==> config.mk <==
export PLATFORM = sky130hd
export DESIGN_NAME = bbcm_ctrl
export DESIGN_NICKNAME = d
export VERILOG_FILES = /design/src/hw/rtl/bbcm_pkg.sv /design/src/hw/rtl/bbcm_ctrl.sv
export VERILOG_INCLUDE_DIRS = /design/src /design/src/hw/rtl
export SDC_FILE = /design/constraint.sdc
export NUM_CORES = 1
export LEC_CHECK = 0
export CAP_MARGIN = 20
export CELL_PAD_IN_SITES_DETAIL_PLACEMENT = 0
export CELL_PAD_IN_SITES_GLOBAL_PLACEMENT = 1
export CORE_AREA = 2 2 59 61
export CTS_BUF_LIST = sky130_fd_sc_hd__clkbuf_16
export DETAILED_ROUTE_END_ITERATION = 10
export DIE_AREA = 0 0 61 63
export DONT_BUFFER_PORTS = 1
export PLACE_DENSITY = 0.67
export SETUP_SLACK_MARGIN = 0.4
export SLEW_MARGIN = 0
export SYNTH_ARGS = -nofsm -noshare
export SYNTH_HDL_FRONTEND = slang
export SYNTH_SLANG_ARGS = --single-unit
==> constraint.sdc <==
create_clock -name clk -period 1.6 [get_ports clk]
set_clock_uncertainty 0.2 [all_clocks]
set_input_delay 0.32 -clock clk [delete_from_list [all_inputs] [get_ports clk]]
set_output_delay 0.32 -clock clk [all_outputs]
set_load 0.005 [all_outputs]
==> src/hw/rtl/block_buffer_cache_manager_assert.svh <==
// Assertion macros shared by the buffer cache manager RTL.
`ifndef BLOCK_BUFFER_CACHE_MANAGER_ASSERT_SVH
`define BLOCK_BUFFER_CACHE_MANAGER_ASSERT_SVH

// Same-cycle implication, checked on every clock edge outside reset.
`define BBCM_ASSERT_NOW(lbl, ante, cons, msg) \
	lbl: assert property (@(posedge clk) disable iff (!arst_n) (ante) |-> (cons)) \
		else $error(msg);

// Next-cycle implication, checked on every clock edge outside reset.
`define BBCM_ASSERT_NXT(lbl, ante, cons, msg) \
	lbl: assert property (@(posedge clk) disable iff (!arst_n) (ante) |=> (cons)) \
		else $error(msg);

`endif

==> src/hw/rtl/bbcm_pkg.sv <==
// Types and constants of the buffer cache manager.
`default_nettype none
package bbcm_pkg;

	localparam int NUM_SLOTS         = 64;
	localparam int SECTORS_PER_BLOCK = 2;
	localparam int SLOT_W            = $clog2(NUM_SLOTS);
	localparam int CNT_W             = $clog2(NUM_SLOTS + 1);
	localparam int DEV_W             = 8;
	localparam int BLK_W             = 32;
	localparam int TAG_W             = DEV_W + BLK_W;
	localparam int REF_W             = 8;
	localparam int SECTOR_W          = 33;

	typedef enum logic [1:0] {
		CMD_READ      = 2'd0,
		CMD_RELEASE   = 2'd1,
		CMD_WRITEBACK = 2'd2,
		CMD_MARK      = 2'd3
	} cmd_t;

	typedef enum logic [3:0] {
		STS_HIT     = 4'd0,
		STS_MISS    = 4'd1,
		STS_NOBUF   = 4'd2,
		STS_HELD    = 4'd3,
		STS_FREED   = 4'd4,
		STS_ERROR   = 4'd5,
		STS_WRITTEN = 4'd6,
		STS_CLEAN   = 4'd7,
		STS_MARKED  = 4'd8
	} status_t;

	typedef enum logic [1:0] {
		IO_NONE  = 2'd0,
		IO_READ  = 2'd1,
		IO_WRITE = 2'd2
	} io_t;

	typedef enum logic [1:0] {RD_IDX, RD_SLOT, RD_HEAD} rd_sel_t;
	typedef enum logic [1:0] {TGT_SLOT, TGT_IDX, TGT_HANDED, TGT_HEAD} tgt_sel_t;
	typedef enum logic [1:0] {CW_INC, CW_ONE, CW_DEC} cnt_op_t;
	typedef enum logic [1:0] {RS_ZERO, RS_IDX, RS_SLOT, RS_TGT} rslot_sel_t;

	typedef enum logic [3:0] {
		ST_IDLE, ST_CHECK, ST_SCAN_RD, ST_SCAN_CMP, ST_MISS, ST_UNLINK_HIT,
		ST_UNLINK_EVICT, ST_FILL, ST_SLOT_RD, ST_SLOT_OP, ST_PUSH, ST_FINISH
	} state_t;

	// Commands from the controller to the datapath.
	typedef struct packed {
		logic       ld_in;
		logic       idx_clr;
		logic       idx_inc;
		logic       rd_en;
		rd_sel_t    rd_sel;
		logic       tgt_ld;
		tgt_sel_t   tgt_sel;
		logic       handed_inc;
		logic       fill;
		logic       cnt_wr;
		cnt_op_t    cnt_op;
		logic       unlink;
		logic       push;
		logic       dirty_set;
		logic       dirty_clr;
		logic       res_ld;
		status_t    res_status;
		rslot_sel_t res_slot_sel;
		io_t        res_io;
		logic       res_wake;
		logic       out_ld;
	} ctl_cmd_t;

	// Status from the datapath to the controller.
	typedef struct packed {
		cmd_t cmd;
		logic match;
		logic cnt_full;
		logic cnt_zero;
		logic cnt_one;
		logic dirty;
		logic is_free;
		logic handed_zero;
		logic handed_full;
		logic free_empty;
		logic slot_oob;
		logic idx_last;
	} dp_stat_t;

endpackage
`default_nettype wire

==> src/hw/rtl/bbcm_ctrl.sv <==
// Controller state machine of the buffer cache manager.
`default_nettype none
`include "block_buffer_cache_manager_assert.svh"
module bbcm_ctrl import bbcm_pkg::*; (
	input  logic     clk,
	input  logic     arst_n,
	input  logic     in_valid,
	output logic     in_stall,
	output logic     out_valid,
	input  logic     out_stall,
	input  dp_stat_t st,
	output ctl_cmd_t c
);

	state_t state_q;
	state_t state_d;
	logic   out_valid_q;
	logic   out_room;

	assign out_room  = !out_valid_q || !out_stall;
	assign in_stall  = (state_q != ST_IDLE);
	assign out_valid = out_valid_q;

	always_ff @(posedge clk or negedge arst_n) begin
		if (!arst_n) begin
			state_q     <= ST_IDLE;
			out_valid_q <= 1'b0;
		end else begin
			state_q <= state_d;
			if (c.out_ld) begin
				out_valid_q <= 1'b1;
			end else if (!out_stall) begin
				out_valid_q <= 1'b0;
			end
		end
	end

	// Next state.
	always_comb begin
		state_d = state_q;
		unique case (state_q)
			ST_IDLE:     if (in_valid) state_d = ST_CHECK;
			ST_CHECK: begin
				if (st.cmd == CMD_READ) begin
					state_d = st.handed_zero ? ST_MISS : ST_SCAN_RD;
				end else begin
					state_d = st.slot_oob ? ST_FINISH : ST_SLOT_RD;
				end
			end
			ST_SCAN_RD:  state_d = ST_SCAN_CMP;
			ST_SCAN_CMP: begin
				if (st.match) begin
					state_d = (!st.cnt_full && st.is_free) ? ST_UNLINK_HIT : ST_FINISH;
				end else begin
					state_d = st.idx_last ? ST_MISS : ST_SCAN_RD;
				end
			end
			ST_MISS: begin
				if (!st.handed_full) state_d = ST_FILL;
				else if (!st.free_empty) state_d = ST_UNLINK_EVICT;
				else state_d = ST_FINISH;
			end
			ST_UNLINK_HIT:   state_d = ST_FINISH;
			ST_UNLINK_EVICT: state_d = ST_FILL;
			ST_FILL:         state_d = ST_FINISH;
			ST_SLOT_RD:      state_d = ST_SLOT_OP;
			ST_SLOT_OP: begin
				if (st.cmd == CMD_RELEASE && !st.cnt_zero && st.cnt_one) begin
					state_d = ST_PUSH;
				end else begin
					state_d = ST_FINISH;
				end
			end
			ST_PUSH:   state_d = ST_FINISH;
			ST_FINISH: if (out_room) state_d = ST_IDLE;
			default:   state_d = ST_IDLE;
		endcase
	end

	// Datapath commands.
	always_comb begin
		c = '0;
		unique case (state_q)
			ST_IDLE: c.ld_in = in_valid;
			ST_CHECK: begin
				if (st.cmd == CMD_READ) begin
					c.idx_clr = 1'b1;
				end else if (st.slot_oob) begin
					c.res_ld       = 1'b1;
					c.res_status   = STS_ERROR;
					c.res_slot_sel = RS_SLOT;
				end else begin
					c.tgt_ld  = 1'b1;
					c.tgt_sel = TGT_SLOT;
				end
			end
			ST_SCAN_RD: begin
				c.rd_en  = 1'b1;
				c.rd_sel = RD_IDX;
			end
			ST_SCAN_CMP: begin
				if (st.match) begin
					c.res_ld       = 1'b1;
					c.res_slot_sel = RS_IDX;
					if (st.cnt_full) begin
						c.res_status = STS_ERROR;
					end else begin
						c.res_status = STS_HIT;
						c.cnt_wr     = 1'b1;
						c.cnt_op     = CW_INC;
						c.tgt_ld     = 1'b1;
						c.tgt_sel    = TGT_IDX;
					end
				end else begin
					c.idx_inc = !st.idx_last;
				end
			end
			ST_MISS: begin
				if (!st.handed_full) begin
					c.tgt_ld     = 1'b1;
					c.tgt_sel    = TGT_HANDED;
					c.handed_inc = 1'b1;
				end else if (!st.free_empty) begin
					c.tgt_ld  = 1'b1;
					c.tgt_sel = TGT_HEAD;
					c.rd_en   = 1'b1;
					c.rd_sel  = RD_HEAD;
				end else begin
					c.res_ld       = 1'b1;
					c.res_status   = STS_NOBUF;
					c.res_slot_sel = RS_ZERO;
				end
			end
			ST_UNLINK_HIT:   c.unlink = 1'b1;
			ST_UNLINK_EVICT: c.unlink = 1'b1;
			ST_FILL: begin
				c.fill         = 1'b1;
				c.cnt_wr       = 1'b1;
				c.cnt_op       = CW_ONE;
				c.dirty_clr    = 1'b1;
				c.res_ld       = 1'b1;
				c.res_status   = STS_MISS;
				c.res_slot_sel = RS_TGT;
				c.res_io       = IO_READ;
			end
			ST_SLOT_RD: begin
				c.rd_en  = 1'b1;
				c.rd_sel = RD_SLOT;
			end
			ST_SLOT_OP: begin
				c.res_ld       = 1'b1;
				c.res_slot_sel = RS_SLOT;
				c.res_status   = STS_ERROR;
				unique case (st.cmd)
					CMD_RELEASE: begin
						if (!st.cnt_zero) begin
							c.cnt_wr = 1'b1;
							c.cnt_op = CW_DEC;
							if (st.cnt_one) begin
								c.res_status = STS_FREED;
								c.res_wake   = 1'b1;
								c.res_io     = st.dirty ? IO_WRITE : IO_NONE;
								c.dirty_clr  = 1'b1;
							end else begin
								c.res_status = STS_HELD;
							end
						end
					end
					CMD_WRITEBACK: begin
						if (st.dirty) begin
							c.res_status = STS_WRITTEN;
							c.res_io     = IO_WRITE;
							c.dirty_clr  = 1'b1;
						end else begin
							c.res_status = STS_CLEAN;
						end
					end
					CMD_MARK: begin
						if (!st.cnt_zero) begin
							c.res_status = STS_MARKED;
							c.dirty_set  = 1'b1;
						end
					end
					default: c.res_status = STS_ERROR;
				endcase
			end
			ST_PUSH:   c.push   = 1'b1;
			ST_FINISH: c.out_ld = out_room;
			default:   c.ld_in  = 1'b0;
		endcase
	end

	`BBCM_ASSERT_NXT(a_accept_check, in_valid && !in_stall, state_q == ST_CHECK, "accepted item did not enter check")
	`BBCM_ASSERT_NOW(a_out_room, c.out_ld, !out_valid_q || !out_stall, "result overwrote a waiting item")
	`BBCM_ASSERT_NOW(a_push_after_op, state_q == ST_PUSH, $past(state_q) == ST_SLOT_OP, "free list push outside release")
	`BBCM_ASSERT_NOW(a_one_link_op, c.unlink, !c.push, "unlink and push in one cycle")

endmodule
`default_nettype wire
Word-level counts from Yosys, hierarchy flattened
Cells that the tools add are included.
{ "word_totals": {"register_bits": 5, "input_bits": 17, "output_inout_bits": 31, "elab_cells": 100} }
{ "classes": {"eq_ne": 17, "mux": 66, "n_reduce_logical": 15} }
{ "ops": {"columns": ["operator", "count"], "rows": [
  ["2-to-1 mux 3 bit", 17],
  ["case mux 4 bit (10 select lines)", 1],
  ["2-to-1 mux 7 bit", 5],
  ["case mux 7 bit (5 select lines)", 1],
  ["2-to-1 mux 4 bit", 8],
  ["case mux 3 bit (3 select lines)", 3],
  ["2-to-1 mux 1 bit", 23],
  ["equality test 4 x 3 -> 1 bit, second input constant", 4],
  ["equality test 4 bit, second input constant", 4],
  ["case mux 4 bit (3 select lines)", 1],
  ["equality test 4 x 2 -> 1 bit, second input constant", 2],
  ["case mux 2 bit (2 select lines)", 2],
  ["2-to-1 mux 6 bit", 1],
  ["!= test 2 bit, second input constant", 3],
  ["zero test 1 bit", 5],
  ["equality test 2 bit, second input constant", 2],
  ["equality test 4 x 1 -> 1 bit, second input constant", 1],
  ["zero test 4 bit", 1],
  ["2-to-1 mux 2 bit", 2],
  ["case mux 1 bit (2 select lines)", 2],
  ["nonzero test 4 bit", 1],
  ["logical AND 1 bit", 3],
  ["OR reduction 3 bit", 1],
  ["equality test 2 x 1 -> 1 bit, second input constant", 1],
  ["other kinds (4)", 4]
]} }

Depth between registers and ports, before layout
{ "depth": {"ltp_word": 5, "depth_mapped": 6, "mapped_depth_nobuf": 6} }

Worst setup path after synthesis
Ideal clock, no wire load.
{ "synth_path": {"path_type": "register -> output", "start": "reg state_q[1]", "end": "out c[9] in the netlist's numbering", "arrival_time_ps": 1221, "required_time_ps": 1080, "setup_slack_ps": -141, "stages_incl_launch_ff": 6, "path_buffers": 1, "cell_sequence": "dfrtp_1 buf_6 nand2b_4 or2_4 nor3b_2 and2b_1"} }
{ "synth_rtl": {"columns": ["item", "line_no", "text"], "rows": [
  ["start: declaration", "bbcm_ctrl.sv:15", "state_t state_q;"],
  ["start signal: assignment", "bbcm_ctrl.sv:29", "state_q <= state_d;"],
  ["end: declaration", "bbcm_ctrl.sv:12", "output ctl_cmd_t c"]
]} }

==> qor.yml <==
place_area_um2: 1190
ys_types: 45
synth_cells: 123
synth_top_area_share_pct: 14.2
worst_pin_slew_ns: 0.316
crit_arrival_ns: 1.47
hold_violations: 0
vias: 1092
initial_core_util_pct: 27.2
synth_edf_count: 0
grt.overflow.total: 0
timing.final.crit_share_pct: 124
rsz0062_at_grt: "yes"
status: "finished with violations"
slew-limit-headroom_pct: 78.8
worst_ep_required_time_ns: 1.08
track_usage_pct: 18.1
area_delta_synth_final_pct: 85.6
synth.net_count: 145
setup_violations: 33
cts_root_buf: "clkbuf_16"
portBuffers: 0
antenna_found_initial: 0
synthArstFlopShare_pct: 100
multiInputGateArea_um2: 931
internal-power_w: 0.00171
seq_area_um2: 130
antennaDiodeCount: 0
grt_pass1_vias: 1088
combinationalPowerShare_pct: 74.3
totalWireLength_mm: 3.40
drive_above_1_share_pct: 59.8
drt-met1-wl_mm: 1.22
maxCapViolations: 0
failed_checks: "setup timing"
design_power_total_w: 0.00296
hp-class: "input port to flop"
vias_per_cell: 5.20
cpPeakStageDelay_ns: 0.45
p_sw_w: 0.00124
finalNetCount: 187
syn-mean-instance-area_um2: 7.14
fmax_ghz: 0.503
cp-end-kind: "output port"
pre_cts_ws_ns: -0.149
holdCritStartpoint: "out_stall"
slew_viol_final: 0
synth-seq-cells: 5
powerDensity_nw_per_um2: 1810
die_w_um: 61
synth_top_area_cell: "dfrtp_1"
rows: 21
place_congestion: 0.889
yosysWarnings: 0
dp_cells: 194
startpoint: "state_q[2]"
crit_path_cell_trace: "nand2b_4 > or2_4 > nor3b_2 > and2b_1"
path_max_fanout: 5
drc: 0
power_frac_clock_pct: 14.0
reg2reg_from: "state_q[2]"
crit_path_start_kind: "flop"
power_frac_seq_pct: 11.7
cts_tree: "yes"
dpl.hpwl_mm: 2.39
ys_seq_area_share_pct: 14.2
layout_setup_ws_ns: -0.388
clk_pin_slew_worst_paths_ns: 0.04
first_pass_iters: 4
htree_levels: 1
criticalPathCategory: "flop to output port"
io_pins: 48
core_um2: 3230
peakVddDrop_mv: 0.543
p_sw_share_pct: 42.1
wl_met3_um: 278
cts.sink_count: 5
ant_nets: 0
die_h_um: 63
clk_latency_ns: 0.23
synth_flop_cell: "dfrtp_1"
routedWlPerCell_um: 16.2
fillers: 306
fin_area_um2: 1630
met2_length_mm: 1.82
synth_area_um2: 878
top_layer: "met4"
synth_area_leaders: "dfrtp_1 14%, ha_1 7.1%, nand2b_1 6.4%, nor2_1 4.7%, nand2_1 4.3%"
p_leak_nw: 0.737
grt_pass1_wl_mm: 5.31
cts_buffers: 3
slowest_stage: "dfrtp_2"
die_area_um2: 3840
fin_cells: 210
fin_crit_ns: 1.99
drtIter0Drc: 29
cts_buffer_depth: 2
grt_max_degree: 12
[critical path: cells and delay by family, from the launching register on]
kind	cells	cell delay, ns
simple gates	4	0.79
flops	1	0.45
[logic make-up after synthesis]
| logic type | after synthesis | synth area share (%) |
|---|---|---|
| compound gates | 31 | 23.4 |
| mux | 2 | 2.42 |
| simple gates | 64 | 43.0 |
| xor+xnor | 1 | 0.997 |
| fa+ha+maj | 5 | 7.12 |
| buf+inv | 15 | 8.83 |
| flops | 5 | 14.2 |
[metrics by stage]
step	hold slack [ns]	util, %	TNS, ns
2_1_floorplan	-0.176	-	-0.521
4_1_cts	0.0608	47.2	-8.06
5_1_grt	0.0964	50.4	-10.28
3_5_place_dp	-0.175	37.0	-2.13
3_3_place_gp	-0.175	37.0	-1.89
6_report	0.0794	50.4	-8.84
[metal layers]
| layer | GRT usage (%) | up-vias |
|---|---|---|
| li1 | - | 521 |
| met1 | 20.7 | 510 |
| met2 | 30.8 | 50 |
| met3 | 5.59 | 11 |
| met4 | 6.52 | 0 |
| met5 | 0 | - |
[repair_timing]
item | in CTS | in global routing
cloned | 0 | 0
setup buffers | 8 | 3
endpoints found under the setup margin | 35 | 35
endpoints found under the hold margin | 5 | 0
pin swaps | 22 | 11
hold buffers | 1 | 0
gates resized for setup | 45 | 19
[power by group through the flow]
stage | combinational, W | clock (W) | sequential [W]
2_1_floorplan | 0.00104 | 0 | 0.000241
3_3_place_gp | 0.00147 | 0 | 0.000305
3_5_place_dp | 0.00147 | 0 | 0.000312
4_1_cts | 0.00199 | 0.000418 | 0.000329
5_1_grt | 0.00234 | 0.000432 | 0.000354
6_report | 0.00220 | 0.000415 | 0.000345
[layout by cell type, fill, tap and decap left out, types with 2 or more instances in the layout]
cell | Yosys | final
o21ai_2 | 0 | 4
nand2_2 | 0 | 3
nor2_4 | 0 | 6
nor2_1 | 11 | 5
buf_6 | 1 | 17
o22ai_1 | 3 | 2
a21oi_1 | 6 | 3
clkbuf_16 | 0 | 3
and2_1 | 4 | 2
nand3_1 | 4 | 2
nor3_4 | 0 | 3
buf_4 | 2 | 27
nor2b_1 | 2 | 2
a21oi_4 | 0 | 2
inv_1 | 6 | 5
o21ai_0 | 3 | 3
a21o_1 | 2 | 2
inv_2 | 1 | 2
o21ai_1 | 7 | 3
nand2_1 | 10 | 5
nand2b_1 | 9 | 5
o221ai_2 | 0 | 2
nor3_1 | 7 | 3
nand2b_4 | 2 | 6
dfrtp_2 | 0 | 4
nand2_4 | 0 | 2
nand3b_1 | 2 | 2
ha_1 | 5 | 4
or2_4 | 1 | 2
and2_4 | 1 | 3
[layout make-up]
class	count	share of cell area, %
multi-input cells	103	57.1
clock buffers	3	4.60
well taps	46	3.53
clock inverters	1	0.230
flip-flops and latches	5	7.98
inverters	7	1.77
repair buffers	45	24.8
[path summary, 6_finish.rpt]
kind	end	slack [ns]	depth (start not counted)
setup / recovery	c[9]	-0.39	4
hold / removal	out_valid	0.08	2
setup reg to reg	state_q[0]	-0.14	8
hold reg to reg	out_valid	0.41	2
max in group asynchronous	state_q[0]	0.76	1
min in group asynchronous	state_q[1]	0.20	1
[cell usage after synthesis, types with 2 or more instances]
cell      count
ha_1          5
dfrtp_1       5
nand2b_1      9
a21oi_1       6
o21ai_1       7
and2_1        4
inv_1         6
a21o_1        2
nand2_1      10
buf_2         5
and3_1        2
o22ai_1       3
buf_4         2
o21ai_0       3
nand3b_1      2
o221ai_1      2
nor2b_1       2
nand2b_4      2
nand3_1       4
nor3_1        7
nor2_1       11
[state kept, by name, summed over array words and instances, names as in the netlist]
register,flops
state_q,4
out_valid,1
Note: power is estimated with default switching activity, not from simulation.
